$ cat src/psg_pkg.sv
// shared constants, types and helpers for the tone generator and mixer
package psg_pkg;

  localparam int TONE_CHANNELS_DEF = 3;
  localparam int FRACTION_BITS_DEF = 16;

  localparam int CHIP_CLOCK = 4000000;
  localparam int CHIP_DIV   = CHIP_CLOCK / 32;

  localparam int PERIOD_W       = 10;
  localparam int WHOLE_W        = 9;
  localparam int PHASE_W        = 10;
  localparam int VOL_W          = 7;
  localparam int ATTEN_W        = 4;
  localparam int RATE_W         = 16;
  localparam int TUNE_W         = 9;
  localparam int TUNE_FRAC_BITS = 8;
  localparam int DIVISOR_W      = 4;
  localparam int FREQ_W         = 17;
  localparam int HALF_VW        = FREQ_W + 1;
  localparam int TOTAL_W        = 10;
  localparam int MAG_W          = TOTAL_W - 3;
  localparam int SAMPLE_W       = 8;
  localparam int BYTE_W         = 8;
  localparam int LATCH_W        = 2;
  localparam int CODE_W         = 3;
  localparam int CFG_INDEX_W    = 3;
  localparam int CFG_DATA_W     = 16;

  localparam logic [PERIOD_W-1:0]  PERIOD_RESET     = 10'd1000;
  localparam logic [PERIOD_W-1:0]  LEVEL_MODE_LIMIT = 10'd5;
  localparam logic [VOL_W-1:0]     VOLUME_RESET     = 7'd120;
  localparam logic [WHOLE_W-1:0]   WHOLE_MAX        = 9'd511;
  localparam logic [ATTEN_W-1:0]   ATTEN_OFF        = 4'd15;
  localparam logic [ATTEN_W-1:0]   ATTEN_MID        = 4'd7;
  localparam logic [CODE_W-1:0]    CODE_NOISE       = 3'd6;
  localparam logic [LATCH_W-1:0]   CODE_CH_TOP      = 2'd2;
  localparam logic [SAMPLE_W-1:0]  SAMPLE_MID       = 8'd128;
  localparam logic [DIVISOR_W-1:0] DIVISOR_ONE      = 4'd1;

  localparam logic [VOL_W-1:0] EXP_LEVELS [16] = '{
    7'd0, 7'd11, 7'd14, 7'd17, 7'd20, 7'd24, 7'd28, 7'd33,
    7'd39, 7'd46, 7'd54, 7'd63, 7'd74, 7'd87, 7'd102, 7'd120
  };

  typedef enum logic [CFG_INDEX_W-1:0] {
    REG_SAMPLE_RATE,
    REG_VOLUME_DIVISOR,
    REG_EXPONENTIAL_VOLUME,
    REG_FRACTIONAL_PERIODS,
    REG_TUNING_OFFSET
  } psg_reg_t;

  typedef enum logic [2:0] {
    ST_IDLE,
    ST_HALF,
    ST_MIX,
    ST_DIV,
    ST_OUT
  } psg_state_t;

  typedef enum logic [1:0] {
    H_IDLE,
    H_DIV1,
    H_DIV2
  } psg_half_state_t;

  function automatic logic [VOL_W-1:0] level_of(input logic [ATTEN_W-1:0] v,
                                                input logic expo);
    level_of = expo ? EXP_LEVELS[v] : {v, 3'b000};
  endfunction

endpackage

$ cat src/psg_if.sv
// valid/ready channel interfaces for commands, samples and configuration
interface psg_in_if import psg_pkg::*; ();
  logic              valid;
  logic              ready;
  logic              op;
  logic [BYTE_W-1:0] write_byte;

  modport source(output valid, output op, output write_byte, input ready);
  modport sink(input valid, input op, input write_byte, output ready);
endinterface

interface psg_out_if import psg_pkg::*; ();
  logic                valid;
  logic                ready;
  logic [SAMPLE_W-1:0] audio_sample;

  modport source(output valid, output audio_sample, input ready);
  modport sink(input valid, input audio_sample, output ready);
endinterface

interface psg_cfg_if import psg_pkg::*; ();
  logic                   valid;
  logic                   ready;
  logic [CFG_INDEX_W-1:0] index;
  logic [CFG_DATA_W-1:0]  data;

  modport source(output valid, output index, output data, input ready);
  modport sink(input valid, input index, input data, output ready);
endinterface

$ cat src/psg_serial_div.sv
// restoring unsigned divider, one quotient bit per cycle
module psg_serial_div import psg_pkg::*; #(
  parameter int DW = 8,
  parameter int VW = 4
) (
  input  logic          clk,
  input  logic          rst,
  input  logic          start,
  input  logic [DW-1:0] dividend,
  input  logic [VW-1:0] divisor,
  output logic          done,
  output logic [DW-1:0] quotient
);

  localparam int CNT_W = $clog2(DW + 1);

  logic [VW-1:0]    rem;
  logic [VW-1:0]    dsr;
  logic [DW-1:0]    quo;
  logic [CNT_W-1:0] cnt;
  logic             busy;
  logic [VW:0]      rem_sh;
  logic             fits;

  assign rem_sh   = {rem, quo[DW-1]};
  assign fits     = rem_sh >= {1'b0, dsr};
  assign quotient = quo;

  always_ff @(posedge clk) begin
    if (rst) begin
      busy <= 1'b0;
      done <= 1'b0;
    end else begin
      done <= 1'b0;
      if (start) begin
        busy <= 1'b1;
      end else if (busy && cnt == CNT_W'(1)) begin
        busy <= 1'b0;
        done <= 1'b1;
      end
    end
  end

  always_ff @(posedge clk) begin
    if (start) begin
      quo <= dividend;
      dsr <= divisor;
      rem <= '0;
      cnt <= CNT_W'(DW);
    end else if (busy) begin
      cnt <= cnt - CNT_W'(1);
      if (fits) begin
        rem <= VW'(rem_sh - {1'b0, dsr});
        quo <= {quo[DW-2:0], 1'b1};
      end else begin
        rem <= rem_sh[VW-1:0];
        quo <= {quo[DW-2:0], 1'b0};
      end
    end
  end

  a_start_busy: assert property (@(posedge clk) disable iff (rst) start |=> busy)
    else $error("divider did not go busy after start");
  a_done_idle: assert property (@(posedge clk) disable iff (rst) done |-> !busy)
    else $error("divider done while still busy");
  a_last_done: assert property (@(posedge clk) disable iff (rst)
    busy && !start && cnt == CNT_W'(1) |=> done)
    else $error("divider missed done after last step");

endmodule

$ cat src/psg_half_calc.sv
// half-period sequencer: tone period to whole and fractional samples
module psg_half_calc import psg_pkg::*; #(
  parameter int FRACTION_BITS = FRACTION_BITS_DEF
) (
  input  logic                     clk,
  input  logic                     rst,
  input  logic                     start,
  input  logic [PERIOD_W-1:0]      period,
  input  logic [RATE_W-1:0]        sample_rate,
  input  logic signed [TUNE_W-1:0] tuning,
  output logic                     done,
  output logic [WHOLE_W-1:0]       whole,
  output logic [FRACTION_BITS-1:0] frac,
  output logic                     level_mode
);

  localparam int DW = RATE_W + FRACTION_BITS;
  localparam int HW = DW + 2;
  localparam int WF = HW - FRACTION_BITS;

  psg_half_state_t     st, st_next;
  logic                div_start;
  logic                div_done;
  logic [DW-1:0]       div_dividend;
  logic [HALF_VW-1:0]  div_divisor;
  logic [DW-1:0]       div_q;
  logic [PERIOD_W-1:0] period_eff;
  logic signed [HW-1:0] h_sum;
  logic [HW-1:0]       h_clamp;
  logic [WF-1:0]       whole_full;
  logic                sat;

  psg_serial_div #(.DW(DW), .VW(HALF_VW)) u_div (
    .clk      (clk),
    .rst      (rst),
    .start    (div_start),
    .dividend (div_dividend),
    .divisor  (div_divisor),
    .done     (div_done),
    .quotient (div_q)
  );

  assign period_eff = (period == '0) ? PERIOD_W'(1) : period;

  always_ff @(posedge clk) begin
    if (rst) begin
      st <= H_IDLE;
    end else begin
      st <= st_next;
    end
  end

  always_comb begin
    st_next      = st;
    div_start    = 1'b0;
    div_dividend = DW'(CHIP_DIV);
    div_divisor  = HALF_VW'(period_eff);
    case (st)
      H_IDLE: begin
        if (start) begin
          div_start = 1'b1;
          st_next   = H_DIV1;
        end
      end
      H_DIV1: begin
        div_dividend = {sample_rate, {FRACTION_BITS{1'b0}}};
        div_divisor  = {div_q[FREQ_W-1:0], 1'b0};
        if (div_done) begin
          div_start = 1'b1;
          st_next   = H_DIV2;
        end
      end
      H_DIV2: begin
        if (div_done) begin
          st_next = H_IDLE;
        end
      end
      default: st_next = H_IDLE;
    endcase
  end

  assign h_sum      = $signed({2'b00, div_q}) +
                      ($signed(HW'(tuning)) <<< (FRACTION_BITS - TUNE_FRAC_BITS));
  assign h_clamp    = h_sum[HW-1] ? '0 : h_sum;
  assign whole_full = h_clamp[HW-1:FRACTION_BITS];
  assign sat        = whole_full > WF'(WHOLE_MAX);

  always_ff @(posedge clk) begin
    if (rst) begin
      done <= 1'b0;
    end else begin
      done <= (st == H_DIV2) && div_done;
    end
  end

  always_ff @(posedge clk) begin
    if (start) begin
      level_mode <= period_eff < LEVEL_MODE_LIMIT;
    end
    if (st == H_DIV2 && div_done) begin
      whole <= sat ? WHOLE_MAX : whole_full[WHOLE_W-1:0];
      frac  <= sat ? '1 : h_clamp[FRACTION_BITS-1:0];
    end
  end

  a_start_idle: assert property (@(posedge clk) disable iff (rst) start |-> st == H_IDLE)
    else $error("half-period start while busy");
  a_done_src: assert property (@(posedge clk) disable iff (rst) done |-> $past(st) == H_DIV2)
    else $error("half-period done outside second division");
  a_div_state: assert property (@(posedge clk) disable iff (rst)
    div_done |-> (st == H_DIV1 || st == H_DIV2))
    else $error("divider done while sequencer idle");

endmodule

$ cat src/psg_tone_register_and_mixer.sv
// tone register file, square-wave mixer and sample output stage
// period write transaction: two serial divisions in the half-period sequencer;
//   volume, noise and ignored writes are accepted while idle and start no division
// tick transaction: one channel per cycle, then a serial divide by the volume divisor;
//   the sample is loaded once the divide is done and the output register is free
// a finished sample waits in an output register; synchronous reset restores all defaults
module psg_tone_register_and_mixer import psg_pkg::*; #(
  parameter int TONE_CHANNELS = TONE_CHANNELS_DEF,
  parameter int FRACTION_BITS = FRACTION_BITS_DEF
) (
  input logic        clk,
  input logic        rst,
  psg_in_if.sink     cmd,
  psg_out_if.source  sample,
  psg_cfg_if.sink    cfg
);

  localparam int CH_W    = (TONE_CHANNELS > 1) ? $clog2(TONE_CHANNELS) : 1;
  localparam int CARRY_W = FRACTION_BITS + 1;
  localparam logic [CH_W-1:0] LAST_CH = CH_W'(TONE_CHANNELS - 1);

  // configuration
  logic [RATE_W-1:0]        sample_rate;
  logic [DIVISOR_W-1:0]     volume_divisor;
  logic                     exponential_volume;
  logic                     fractional_periods;
  logic signed [TUNE_W-1:0] tuning_offset;

  // channel state
  logic [PERIOD_W-1:0]      tone_period          [TONE_CHANNELS];
  logic [WHOLE_W-1:0]       half_period_whole    [TONE_CHANNELS];
  logic [FRACTION_BITS-1:0] half_period_fraction [TONE_CHANNELS];
  logic [CARRY_W-1:0]       fraction_carry       [TONE_CHANNELS];
  logic [PHASE_W-1:0]       phase_count          [TONE_CHANNELS];
  logic                     output_level         [TONE_CHANNELS];
  logic                     channel_active       [TONE_CHANNELS];
  logic                     level_mode           [TONE_CHANNELS];
  logic [VOL_W-1:0]         channel_volume       [TONE_CHANNELS];
  logic [LATCH_W-1:0]       latched_channel;

  psg_state_t state, state_next;

  logic                 cmd_fire;
  logic                 hc_start, hc_done, hc_level;
  logic [WHOLE_W-1:0]   hc_whole;
  logic [FRACTION_BITS-1:0] hc_frac;
  logic [CH_W-1:0]      hc_ch;
  logic                 div_start, div_done;
  logic [MAG_W-1:0]     div_q;
  logic                 load_out;
  logic                 out_free;
  logic                 out_valid;
  logic [SAMPLE_W-1:0]  out_data;

  // write decode
  logic [BYTE_W-1:0]   wb;
  logic                is_latch, is_write, code_ok, ch_ok;
  logic [CODE_W-1:0]   code;
  logic [LATCH_W-1:0]  code_ch, wr_ch;
  logic [CH_W-1:0]     wr_idx;
  logic                do_latch, do_vol, do_half;
  logic [PERIOD_W-1:0] period_new;
  logic [ATTEN_W-1:0]  atten;
  logic [VOL_W-1:0]    new_vol;

  // mix datapath
  logic [CH_W-1:0]           mix_ch;
  logic signed [TOTAL_W-1:0] total, total_next, contrib, vol_s, mid_s;
  logic                      tot_neg, neg;
  logic [TOTAL_W-1:0]        tot_abs;
  logic [MAG_W-1:0]          mag;
  logic [DIVISOR_W-1:0]      divisor_eff;
  logic [PHASE_W-1:0]        count;
  logic                      stretch, flip;
  logic [CARRY_W-1:0]        carry_new;
  logic [SAMPLE_W-1:0]       sample_val;

  assign cfg.ready = 1'b1;
  assign cmd.ready = (state == ST_IDLE);
  assign cmd_fire  = cmd.valid && cmd.ready;

  always_ff @(posedge clk) begin
    if (rst) begin
      sample_rate        <= 16'd44100;
      volume_divisor     <= 4'd3;
      exponential_volume <= 1'b1;
      fractional_periods <= 1'b1;
      tuning_offset      <= '0;
    end else if (cfg.valid && cfg.ready) begin
      case (psg_reg_t'(cfg.index))
        REG_SAMPLE_RATE:        sample_rate        <= cfg.data[RATE_W-1:0];
        REG_VOLUME_DIVISOR:     volume_divisor     <= cfg.data[DIVISOR_W-1:0];
        REG_EXPONENTIAL_VOLUME: exponential_volume <= cfg.data[0];
        REG_FRACTIONAL_PERIODS: fractional_periods <= cfg.data[0];
        REG_TUNING_OFFSET:      tuning_offset      <= $signed(cfg.data[TUNE_W-1:0]);
        default: ;
      endcase
    end
  end

  always_comb begin
    wb       = cmd.write_byte;
    is_latch = wb[7];
    code     = wb[6:4];
    code_ok  = code < CODE_NOISE;
    code_ch  = CODE_CH_TOP - code[2:1];
    wr_ch    = is_latch ? code_ch : latched_channel;
    ch_ok    = 32'(wr_ch) < TONE_CHANNELS;
    wr_idx   = wr_ch[CH_W-1:0];
    is_write = cmd_fire && !cmd.op;
    do_latch = is_write && is_latch && code_ok && ch_ok;
    do_vol   = do_latch && code[0];
    do_half  = is_write && ch_ok && (is_latch ? (code_ok && !code[0]) : 1'b1);
    period_new = is_latch ? {tone_period[wr_idx][PERIOD_W-1:4], wb[3:0]}
                          : {wb[5:0], tone_period[wr_idx][3:0]};
    atten    = wb[ATTEN_W-1:0];
    new_vol  = level_of(~atten, exponential_volume);
  end

  always_comb begin
    vol_s   = $signed({{(TOTAL_W-VOL_W){1'b0}}, channel_volume[mix_ch]});
    mid_s   = $signed({{(TOTAL_W-VOL_W){1'b0}}, level_of(ATTEN_MID, exponential_volume)});
    if (!channel_active[mix_ch]) begin
      contrib = '0;
    end else if (level_mode[mix_ch]) begin
      contrib = vol_s - mid_s;
    end else if (output_level[mix_ch]) begin
      contrib = vol_s;
    end else begin
      contrib = -vol_s;
    end
    total_next  = total + contrib;
    tot_neg     = total_next[TOTAL_W-1];
    tot_abs     = tot_neg ? TOTAL_W'(-total_next) : TOTAL_W'(total_next);
    mag         = tot_abs[MAG_W+1:2];
    divisor_eff = (volume_divisor == '0) ? DIVISOR_ONE : volume_divisor;
    count       = phase_count[mix_ch] + PHASE_W'(1);
    stretch     = fractional_periods & fraction_carry[mix_ch][FRACTION_BITS];
    flip        = (PHASE_W+1)'(count) >=
                  ((PHASE_W+1)'(half_period_whole[mix_ch]) + (PHASE_W+1)'(stretch));
    carry_new   = {1'b0, fraction_carry[mix_ch][FRACTION_BITS-1:0]} +
                  {1'b0, half_period_fraction[mix_ch]};
    sample_val  = SAMPLE_MID + (neg ? -SAMPLE_W'(div_q) : SAMPLE_W'(div_q));
  end

  psg_half_calc #(.FRACTION_BITS(FRACTION_BITS)) u_half (
    .clk         (clk),
    .rst         (rst),
    .start       (hc_start),
    .period      (period_new),
    .sample_rate (sample_rate),
    .tuning      (tuning_offset),
    .done        (hc_done),
    .whole       (hc_whole),
    .frac        (hc_frac),
    .level_mode  (hc_level)
  );

  psg_serial_div #(.DW(MAG_W), .VW(DIVISOR_W)) u_mix_div (
    .clk      (clk),
    .rst      (rst),
    .start    (div_start),
    .dividend (mag),
    .divisor  (divisor_eff),
    .done     (div_done),
    .quotient (div_q)
  );

  assign out_free = !out_valid || sample.ready;

  always_ff @(posedge clk) begin
    if (rst) begin
      state <= ST_IDLE;
    end else begin
      state <= state_next;
    end
  end

  always_comb begin
    state_next = state;
    hc_start   = 1'b0;
    div_start  = 1'b0;
    load_out   = 1'b0;
    case (state)
      ST_IDLE: begin
        if (cmd.valid) begin
          if (cmd.op) begin
            state_next = ST_MIX;
          end else if (do_half) begin
            hc_start   = 1'b1;
            state_next = ST_HALF;
          end
        end
      end
      ST_HALF: begin
        if (hc_done) begin
          state_next = ST_IDLE;
        end
      end
      ST_MIX: begin
        if (mix_ch == LAST_CH) begin
          div_start  = 1'b1;
          state_next = ST_DIV;
        end
      end
      ST_DIV: begin
        if (div_done) begin
          if (out_free) begin
            load_out   = 1'b1;
            state_next = ST_IDLE;
          end else begin
            state_next = ST_OUT;
          end
        end
      end
      ST_OUT: begin
        if (out_free) begin
          load_out   = 1'b1;
          state_next = ST_IDLE;
        end
      end
      default: state_next = ST_IDLE;
    endcase
  end

  always_ff @(posedge clk) begin
    if (rst) begin
      for (int i = 0; i < TONE_CHANNELS; i++) begin
        tone_period[i]          <= PERIOD_RESET;
        half_period_whole[i]    <= '0;
        half_period_fraction[i] <= '0;
        fraction_carry[i]       <= '0;
        phase_count[i]          <= '0;
        output_level[i]         <= 1'b0;
        channel_active[i]       <= 1'b0;
        level_mode[i]           <= 1'b0;
        channel_volume[i]       <= VOLUME_RESET;
      end
      latched_channel <= '0;
    end else begin
      if (do_latch) begin
        latched_channel <= wr_ch;
      end
      if (do_vol) begin
        if (channel_volume[wr_idx] == '0 && atten != ATTEN_OFF) begin
          channel_active[wr_idx] <= 1'b1;
        end
        if (channel_volume[wr_idx] != '0 && atten == ATTEN_OFF) begin
          channel_active[wr_idx] <= 1'b0;
        end
        channel_volume[wr_idx] <= new_vol;
      end
      if (do_half) begin
        tone_period[wr_idx] <= period_new;
      end
      if (hc_done) begin
        half_period_whole[hc_ch]    <= hc_whole;
        half_period_fraction[hc_ch] <= hc_frac;
        fraction_carry[hc_ch]       <= {1'b0, hc_frac};
        level_mode[hc_ch]           <= hc_level;
      end
      if (state == ST_MIX && channel_active[mix_ch]) begin
        phase_count[mix_ch] <= flip ? '0 : count;
        if (flip) begin
          fraction_carry[mix_ch] <= carry_new;
          output_level[mix_ch]   <= !output_level[mix_ch];
        end
      end
    end
  end

  always_ff @(posedge clk) begin
    if (do_half) begin
      hc_ch <= wr_idx;
    end
    if (cmd_fire && cmd.op) begin
      total  <= '0;
      mix_ch <= '0;
    end else if (state == ST_MIX) begin
      total  <= total_next;
      mix_ch <= mix_ch + CH_W'(1);
      if (div_start) begin
        neg <= tot_neg;
      end
    end
    if (load_out) begin
      out_data <= sample_val;
    end
  end

  always_ff @(posedge clk) begin
    if (rst) begin
      out_valid <= 1'b0;
    end else if (load_out) begin
      out_valid <= 1'b1;
    end else if (sample.ready) begin
      out_valid <= 1'b0;
    end
  end

  assign sample.valid        = out_valid;
  assign sample.audio_sample = out_data;

  a_half_state: assert property (@(posedge clk) disable iff (rst) hc_done |-> state == ST_HALF)
    else $error("half-period result outside write state");
  a_div_state: assert property (@(posedge clk) disable iff (rst) div_done |-> state == ST_DIV)
    else $error("mix quotient outside divide state");
  a_tick_mix: assert property (@(posedge clk) disable iff (rst)
    cmd_fire && cmd.op |=> state == ST_MIX)
    else $error("tick transaction did not start mixing");
  a_latch_range: assert property (@(posedge clk) disable iff (rst)
    32'(latched_channel) < TONE_CHANNELS)
    else $error("latched channel out of range");

endmodule

$ cat src/flat_wrapper.sv
// flat-port wrapper written by rule: the top's interface ports become plain ports
module psg_tone_register_and_mixer_flat import psg_pkg::*;
#(
  parameter int TONE_CHANNELS = TONE_CHANNELS_DEF,
  parameter int FRACTION_BITS = FRACTION_BITS_DEF
)
  (clk, rst, cmd_valid, cmd_op, cmd_write_byte, cmd_ready, sample_valid, sample_audio_sample, sample_ready, cfg_valid, cfg_index, cfg_data, cfg_ready);
  psg_in_if cmd_i ();
  psg_out_if sample_i ();
  psg_cfg_if cfg_i ();
  input logic clk;
  input logic rst;
  input wire logic [$bits(cmd_i.valid)-1:0] cmd_valid;
  input wire logic [$bits(cmd_i.op)-1:0] cmd_op;
  input wire logic [$bits(cmd_i.write_byte)-1:0] cmd_write_byte;
  output wire logic [$bits(cmd_i.ready)-1:0] cmd_ready;
  output wire logic [$bits(sample_i.valid)-1:0] sample_valid;
  output wire logic [$bits(sample_i.audio_sample)-1:0] sample_audio_sample;
  input wire logic [$bits(sample_i.ready)-1:0] sample_ready;
  input wire logic [$bits(cfg_i.valid)-1:0] cfg_valid;
  input wire logic [$bits(cfg_i.index)-1:0] cfg_index;
  input wire logic [$bits(cfg_i.data)-1:0] cfg_data;
  output wire logic [$bits(cfg_i.ready)-1:0] cfg_ready;
  assign cmd_i.valid = cmd_valid;
  assign cmd_i.op = cmd_op;
  assign cmd_i.write_byte = cmd_write_byte;
  assign cmd_ready = cmd_i.ready;
  assign sample_valid = sample_i.valid;
  assign sample_audio_sample = sample_i.audio_sample;
  assign sample_i.ready = sample_ready;
  assign cfg_i.valid = cfg_valid;
  assign cfg_i.index = cfg_index;
  assign cfg_i.data = cfg_data;
  assign cfg_ready = cfg_i.ready;
  psg_tone_register_and_mixer #(.TONE_CHANNELS(TONE_CHANNELS), .FRACTION_BITS(FRACTION_BITS)) u_core (.clk(clk), .rst(rst), .cmd(cmd_i), .sample(sample_i), .cfg(cfg_i));
endmodule
$ cat config.mk
export PLATFORM = sky130hd
export DESIGN_NAME = psg_tone_register_and_mixer_flat
export DESIGN_NICKNAME = d
export VERILOG_FILES = /design/src/psg_pkg.sv /design/src/psg_if.sv /design/src/psg_serial_div.sv /design/src/psg_half_calc.sv /design/src/psg_tone_register_and_mixer.sv /design/src/flat_wrapper.sv
export SDC_FILE = /design/constraint.sdc
export NUM_CORES = 1
export LEC_CHECK = 0
export BUFFER_PORTS_ARGS = -buffer_cell sky130_fd_sc_hd__buf_2
export CORE_UTILIZATION = 57
export CTS_BUF_LIST = sky130_fd_sc_hd__clkbuf_8
export DETAILED_ROUTE_END_ITERATION = 16
export HOLD_SLACK_MARGIN = 0.02
export PLACE_DENSITY_LB_ADDON = 0.1
export SYNTH_ARGS = -nofsm -noshare
export SYNTH_HDL_FRONTEND = slang
export SYNTH_SLANG_ARGS = --single-unit
$ cat constraint.sdc
create_clock -name clk -period 14 [get_ports clk]
set_input_delay 0.7 -clock clk [delete_from_list [all_inputs] [get_ports clk]]
set_output_delay 0.7 -clock clk [all_outputs]
set_load 0.1 [all_outputs]
* Yosys cells after proc, flatten, opt, wreduce, memory -nomap -nowiden
Memories as Yosys holds them, arrays and structs flattened. A register that Yosys moved wholly into a read port is not among the register bits. Cells that the tools add are included.
Operators by class: reduce and logical (&&, ||, !) cells 53, add/sub/neg operators 16, mux-type cells 130, magnitude comparators 8, equal/unequal tests 24, bitwise operators 5
Operator list (number):
- $mux W32 | 3
- $mux W10 | 9
- $mux W1 | 60
- $mux W2 | 30
- $mux W7 | 6
- $add A33 B17 Y34 | 1
- $mux W17 | 2
- $reduce_or A17 Y1 | 2
- $mux W33 | 1
- $mux W3 | 8
- $reduce_or A10 Y1 | 2
- $ge A19 B18 Y1 | 1
- $mux W18 | 1
- $mux W9 | 2
- $sub A18 B18 Y18 | 1
- $add A16 B16 Y17 | 1
- $gt A17 B9 Y1 const B | 1
- $logic_and A1 B1 Y1 | 16
- $mux W16 | 1
- $reduce_or A16 Y1 | 1
- $pmux W3 S5 | 1
- $eq A3 B2 Y1 const B | 4
- $ge A10 B11 Y1 | 1
- $add A10 B1 Y10 const B | 1
- 53 further kinds | 80
Storage, ports and cells: register bits after elaboration 185, memory bits (read-only) 112, output and inout port bits 11, RAM bits 216, memories kept 10
Memory list:
- (no name shown) | depth 16, width 7, read ports 1, clocked after memory_dff 0, write ports 0, RTL line psg_pkg.sv:70 | level_of = expo ? EXP_LEVELS[v] : {v, 3'b000};
- u_core.fraction_carry | depth 3, width 17, read ports 1, clocked after memory_dff 1, write ports 3, RTL line psg_tone_register_and_mixer.sv:33 | logic [CARRY_W-1:0] fraction_carry [TONE_CHANNELS];
- u_core.half_period_fraction | depth 3, width 16, read ports 1, clocked after memory_dff 1, write ports 3, RTL line psg_tone_register_and_mixer.sv:32 | logic [FRACTION_BITS-1:0] half_period_fraction [TONE_CHANNELS];
- u_core.phase_count | depth 3, width 10, read ports 1, clocked after memory_dff 1, write ports 3, RTL line psg_tone_register_and_mixer.sv:34 | logic [PHASE_W-1:0] phase_count [TONE_CHANNELS];
- u_core.tone_period | depth 3, width 10, read ports 1, clocked after memory_dff 0, write ports 3, RTL line psg_tone_register_and_mixer.sv:30 | logic [PERIOD_W-1:0] tone_period [TONE_CHANNELS];
- u_core.half_period_whole | depth 3, width 9, read ports 1, clocked after memory_dff 1, write ports 3, RTL line psg_tone_register_and_mixer.sv:31 | logic [WHOLE_W-1:0] half_period_whole [TONE_CHANNELS];
- 4 more memories

* Depth between registers and ports, before layout
word-level depth 13, mapped depth 21

* Modules after synthesis
Synthesis repeated with hierarchy kept, for this count alone.
Second synthesis, totals: cells, all modules 2217, area total of the unflattened synthesis 25715.9 um2
By module, submodules not included:
- psg_tone_register_and_mixer | cells an instance 1441, times used 1, seq. area each 9999.6 um2, area each 17683.2 um2
- psg_serial_div at u_core.u_half.u_div | cells an instance 379, times used 1, seq. area each 2021.9 um2, area each 4179.0 um2
- psg_half_calc | cells an instance 314, times used 1, seq. area each 840.8 um2, area each 2871.5 um2
- psg_serial_div at u_core.u_mix_div | cells an instance 83, times used 1, seq. area each 510.5 um2, area each 982.2 um2

* Least setup slack after synthesis
Ideal clock, no wire load.
path kind reg2reg, start register (tool-made name), end memory u_core.fraction_carry[0][0] (netlist bit) (enable), path slack 8.029 ns, data required time 13.618 ns, path buffers 6, data arrival time 5.590 ns, stages on the path, launching flop included 22, cell sequence dfxtp_1 buf_6 buf_2 buf_1 clkbuf_1 mux4_2 and2_1 ha_1 ha_1 inv_1 ha_1 a21o_1 a21o_1 a21o_1 a21o_1 a21o_1 a211oi_1 o21ai_0 clkbuf_1 nand3_1 clkbuf_1 nand2b_1
RTL lines (RTL line):
- to (decl) | psg_tone_register_and_mixer.sv:33

==> impl_metrics.ini <==
[outcome]
status = finished, final reports clean

[final_layout]
area_growth_pct = 9.47
final_cell_area_um2 = 27100
nets = 2433
n_antenna_cell = 0
layout-drive-gt1-share = 0.114

[floorplan]
die_w_um = 210
top_level_ports = 44
start_util = 0.584
rows = 75
die_h_um = 210
coreArea_um2 = 42300
die-area_um2 = 44200

[pwr]
p_leak_nw = 11.2
p_seq_frac = 0.387
p_int_mw = 2.98
switching_share = 0.350
p_clk_frac = 0.254
p_sw_mw = 1.60
power_frac_comb = 0.358
p_per_area_nw_per_um2 = 169
ir_drop_v = 0.000141

[timing]
slew_viol_final = 0
setup_violations = 0
timing.fmax_mhz = 167
rsz0062_at_grt = false
worst_slew_pin_slew_ns = 1.03
tns_ns = 0
fin_crit_sh = 0.429
max_slew_margin = 0.311
finClkSkew_ns = 0.0326
timing.final.crit_period_ns = 6.00
hold_viol_final = 0

[setup_path]
timing.rr.end = u_core.fraction_carry[0][13]$_DFFE_PP_
critPathCapture = u_core.fraction_carry[0][13]$_DFFE_PP_
worst_ep_arrival_time_ns = 6.15
regToRegSetupSlack_ns = 8.00
required_ns = 14.15
worstSetupEndpointType = flop
critical_path_class = flop to flop
start_kind = flop
crit_path_max_fanout = 35
r2r_cells = 18

[clocking]
htree_levels = 3
cts_setup_buffers = 0
cts-root-buf = clkbuf_8
cts_hold_buf = 0
cts_resized = 0
cts_sinks = 475
clk_pin_slew_ns = 0.06
clk_latency_ns = 0.63
tritoncts = done
cts.path.max_buffers = 3
cts_buffers = 80

[grt]
grt.total_usage = 0.256
gr-total-overflow = 0
grt_pass1_wl_um = 88000
antenna_found_initial = 2
grt_max_degree = 62
grt_pass1_vias = 16601

[route]
drt-pass1-iter-count = 6
vias_per_cell = 5.72
wl_per_cell_um = 18.9
drtAntennaViolNets = 0
num_vias = 16734
drt_iter0_markers = 1215
drc = 0
drt_wl_total_um = 55300

[worst_hold_path]
hp-class = input port to flop

[yosys]
ys_seq_area_frac = 0.541
synth_async_sr_flop_share = 0
ys_ff_latch = 475
synth-edff-count = 386
syn-instance-count = 2216
synth_warnings = 0
synth_cell_types = 71
netlist_area_um2 = 24700
synth_ff_type = edfxtp_1
synth_area_per_cell_um2 = 11.2

[placement]
portBuffers = 42
dp_hpwl_um = 38100
gp_congestion = 0.852
dpl_cell_area_um2 = 25600

[flow_run]
cap_violations = 0
==> power groups by stage <==
stage | clock (mW) | sequential (mW) | combinational (mW)
after global placement | 0 | 1.80 | 1.60
after floorplan | 0 | 1.73 | 1.34
after global routing | 1.25 | 1.79 | 1.84
final | 1.17 | 1.78 | 1.64
after detailed placement | 0 | 1.80 | 1.64
after CTS | 1.19 | 1.78 | 1.65
==> metal layers <==
layer  GRT usage  routed length, um
met5           0                 24
met4      0.0858               1300
met3      0.0392               3110
met2       0.418              26000
met1       0.351              24800
==> cells in the final DEF, fill, tap and decap left out, types with 9 or more instances in the layout <==
cell type,instances
nand2b_1,38
a31oi_1,10
buf_4,24
mux2i_1,82
and3_1,14
xor2_1,45
dfxtp_1,87
nand4_1,10
nor2b_1,19
a21oi_1,148
xnor2_1,47
ha_1,105
a211oi_1,14
o21ai_0,71
o21a_1,10
clkinv_1,16
conb_1,19
and2_1,50
a211o_1,10
edfxtp_1,386
inv_1,205
nor2_1,193
o21bai_1,9
nor3_1,37
buf_2,42
clkbuf_8,90
or3_1,13
a21o_1,28
nand2_1,297
mux4_2,70
or2_2,15
nand3_1,37
==> layout make-up <==
type	instances	area [um2]
fillers	3440	15300
flip-flops and latches	475	13400
inverters	174	653
repair buffers	66	390
clock inverters	53	263
multi-input cells	1493	10400
clock buffers	90	1240
well taps	577	722
==> state kept, by name (all words and copies together) (netlist names), 28 cells and up, named ones only <==
name,count
u_core.tone_period,40
u_core.channel_volume,28
u_core.half_period_fraction,64
u_core.half_period_whole,36
u_core.fraction_carry,68
u_core.phase_count,40
u_core.u_half.u_div.quotient,32
==> kinds of logic (layout without fill, tap and decap cells) <==
| kind of cell | count (synthesis) | count (layout) | share of synthesized area |
|---|---|---|---|
| DFF | 475 | 475 | 0.541 |
| buffers and inverters | 265 | 383 | 0.0409 |
| AOI/OAI and AO/OA | 355 | 355 | 0.0868 |
| other | 2 | 19 | 0.000304 |
| xor gates and xnor gates | 94 | 94 | 0.0339 |
| and+or+nand+nor | 755 | 755 | 0.139 |
| adders and majority gates | 110 | 110 | 0.0572 |
| muxes | 160 | 160 | 0.101 |
==> per-stage QoR <==
| step | std cells | utilization | power, mW | hold WS (ns) | setup slack (ns) |
|---|---|---|---|---|---|
| 2_1_floorplan | 2233 | - | 3.07 | 0.427 | 8.03 |
| 3_3_place_gp | 2785 | 0.604 | 3.40 | 0.441 | 8.02 |
| 3_5_place_dp | 2785 | 0.604 | 3.44 | 0.450 | 7.91 |
| 4_1_cts | 2928 | 0.639 | 4.61 | 0.257 | 7.88 |
| 5_1_grt | 2928 | 0.639 | 4.88 | 0.297 | 7.52 |
| 6_report | 2928 | 0.639 | 4.58 | 0.307 | 8.00 |
==> critical path, stage by stage (launching register included) <==
cell and delay, ns:
dfxtp_4 0.74, buf_4 0.70, mux4_2 0.59, and2_1 0.18, ha_1 0.21, ha_1 0.27
inv_1 0.04, ha_1 0.27, a21o_1 0.16, a21o_1 0.17, a21o_1 0.17, a21o_1 0.17
a21o_1 0.18, a211oi_1 0.28, o21ai_0 0.14, buf_4 0.18, nand3_1 0.08, buf_4 0.35
nand2b_1 0.61
==> how the worst min path moves through the flow <==
stage,from,endpoint,slack (ns),depth (start not counted)
3_5_place_dp,u_core.sample_rate[0]$_SDFFE_PP0P_,u_core.sample_rate[0]$_SDFFE_PP0P_,0.45,2
6_report,cfg_data[10],u_core.sample_rate[10]$_SDFFE_PP1P_,0.31,3
5_1_grt,cfg_data[15],u_core.sample_rate[15]$_SDFFE_PP1P_,0.30,3
2_1_floorplan,u_core.fractional_periods$_SDFFE_PP1P_,u_core.fractional_periods$_SDFFE_PP1P_,0.43,1
4_1_cts,cfg_data[10],u_core.sample_rate[10]$_SDFFE_PP1P_,0.26,3
3_3_place_gp,u_core.sample_rate[7]$_SDFFE_PP0P_,u_core.sample_rate[7]$_SDFFE_PP0P_,0.44,2
==> cell usage after synthesis (9+ instances only) <==
| cell | n | share of area |
|---|---|---|
| nand2_1 | 297 | 0.045 |
| a211oi_1 | 14 | 0.0043 |
| xor2_1 | 45 | 0.016 |
| dfxtp_1 | 89 | 0.072 |
| edfxtp_1 | 386 | 0.47 |
| nor2b_1 | 20 | 0.0051 |
| a21o_1 | 28 | 0.0085 |
| xnor2_1 | 47 | 0.017 |
| a211o_1 | 10 | 0.0035 |
| o21ai_0 | 71 | 0.014 |
| inv_1 | 172 | 0.026 |
| o21a_1 | 10 | 0.0030 |
| nand3_1 | 37 | 0.0075 |
| and2_1 | 50 | 0.013 |
| mux4_2 | 70 | 0.064 |
| o21bai_1 | 9 | 0.0027 |
| a31oi_1 | 10 | 0.0025 |
| mux2i_1 | 82 | 0.033 |
| nor3_1 | 38 | 0.0077 |
| clkbuf_1 | 75 | 0.011 |
| buf_1 | 9 | 0.0014 |
| or2_2 | 15 | 0.0038 |
| and3_1 | 14 | 0.0035 |
| a21oi_1 | 148 | 0.030 |
| nand4_1 | 10 | 0.0025 |
| nand2b_1 | 38 | 0.0096 |
| ha_1 | 105 | 0.053 |
| nor2_1 | 195 | 0.030 |
| or3_1 | 13 | 0.0033 |
Note: power is estimated with default switching activity, not from simulation.
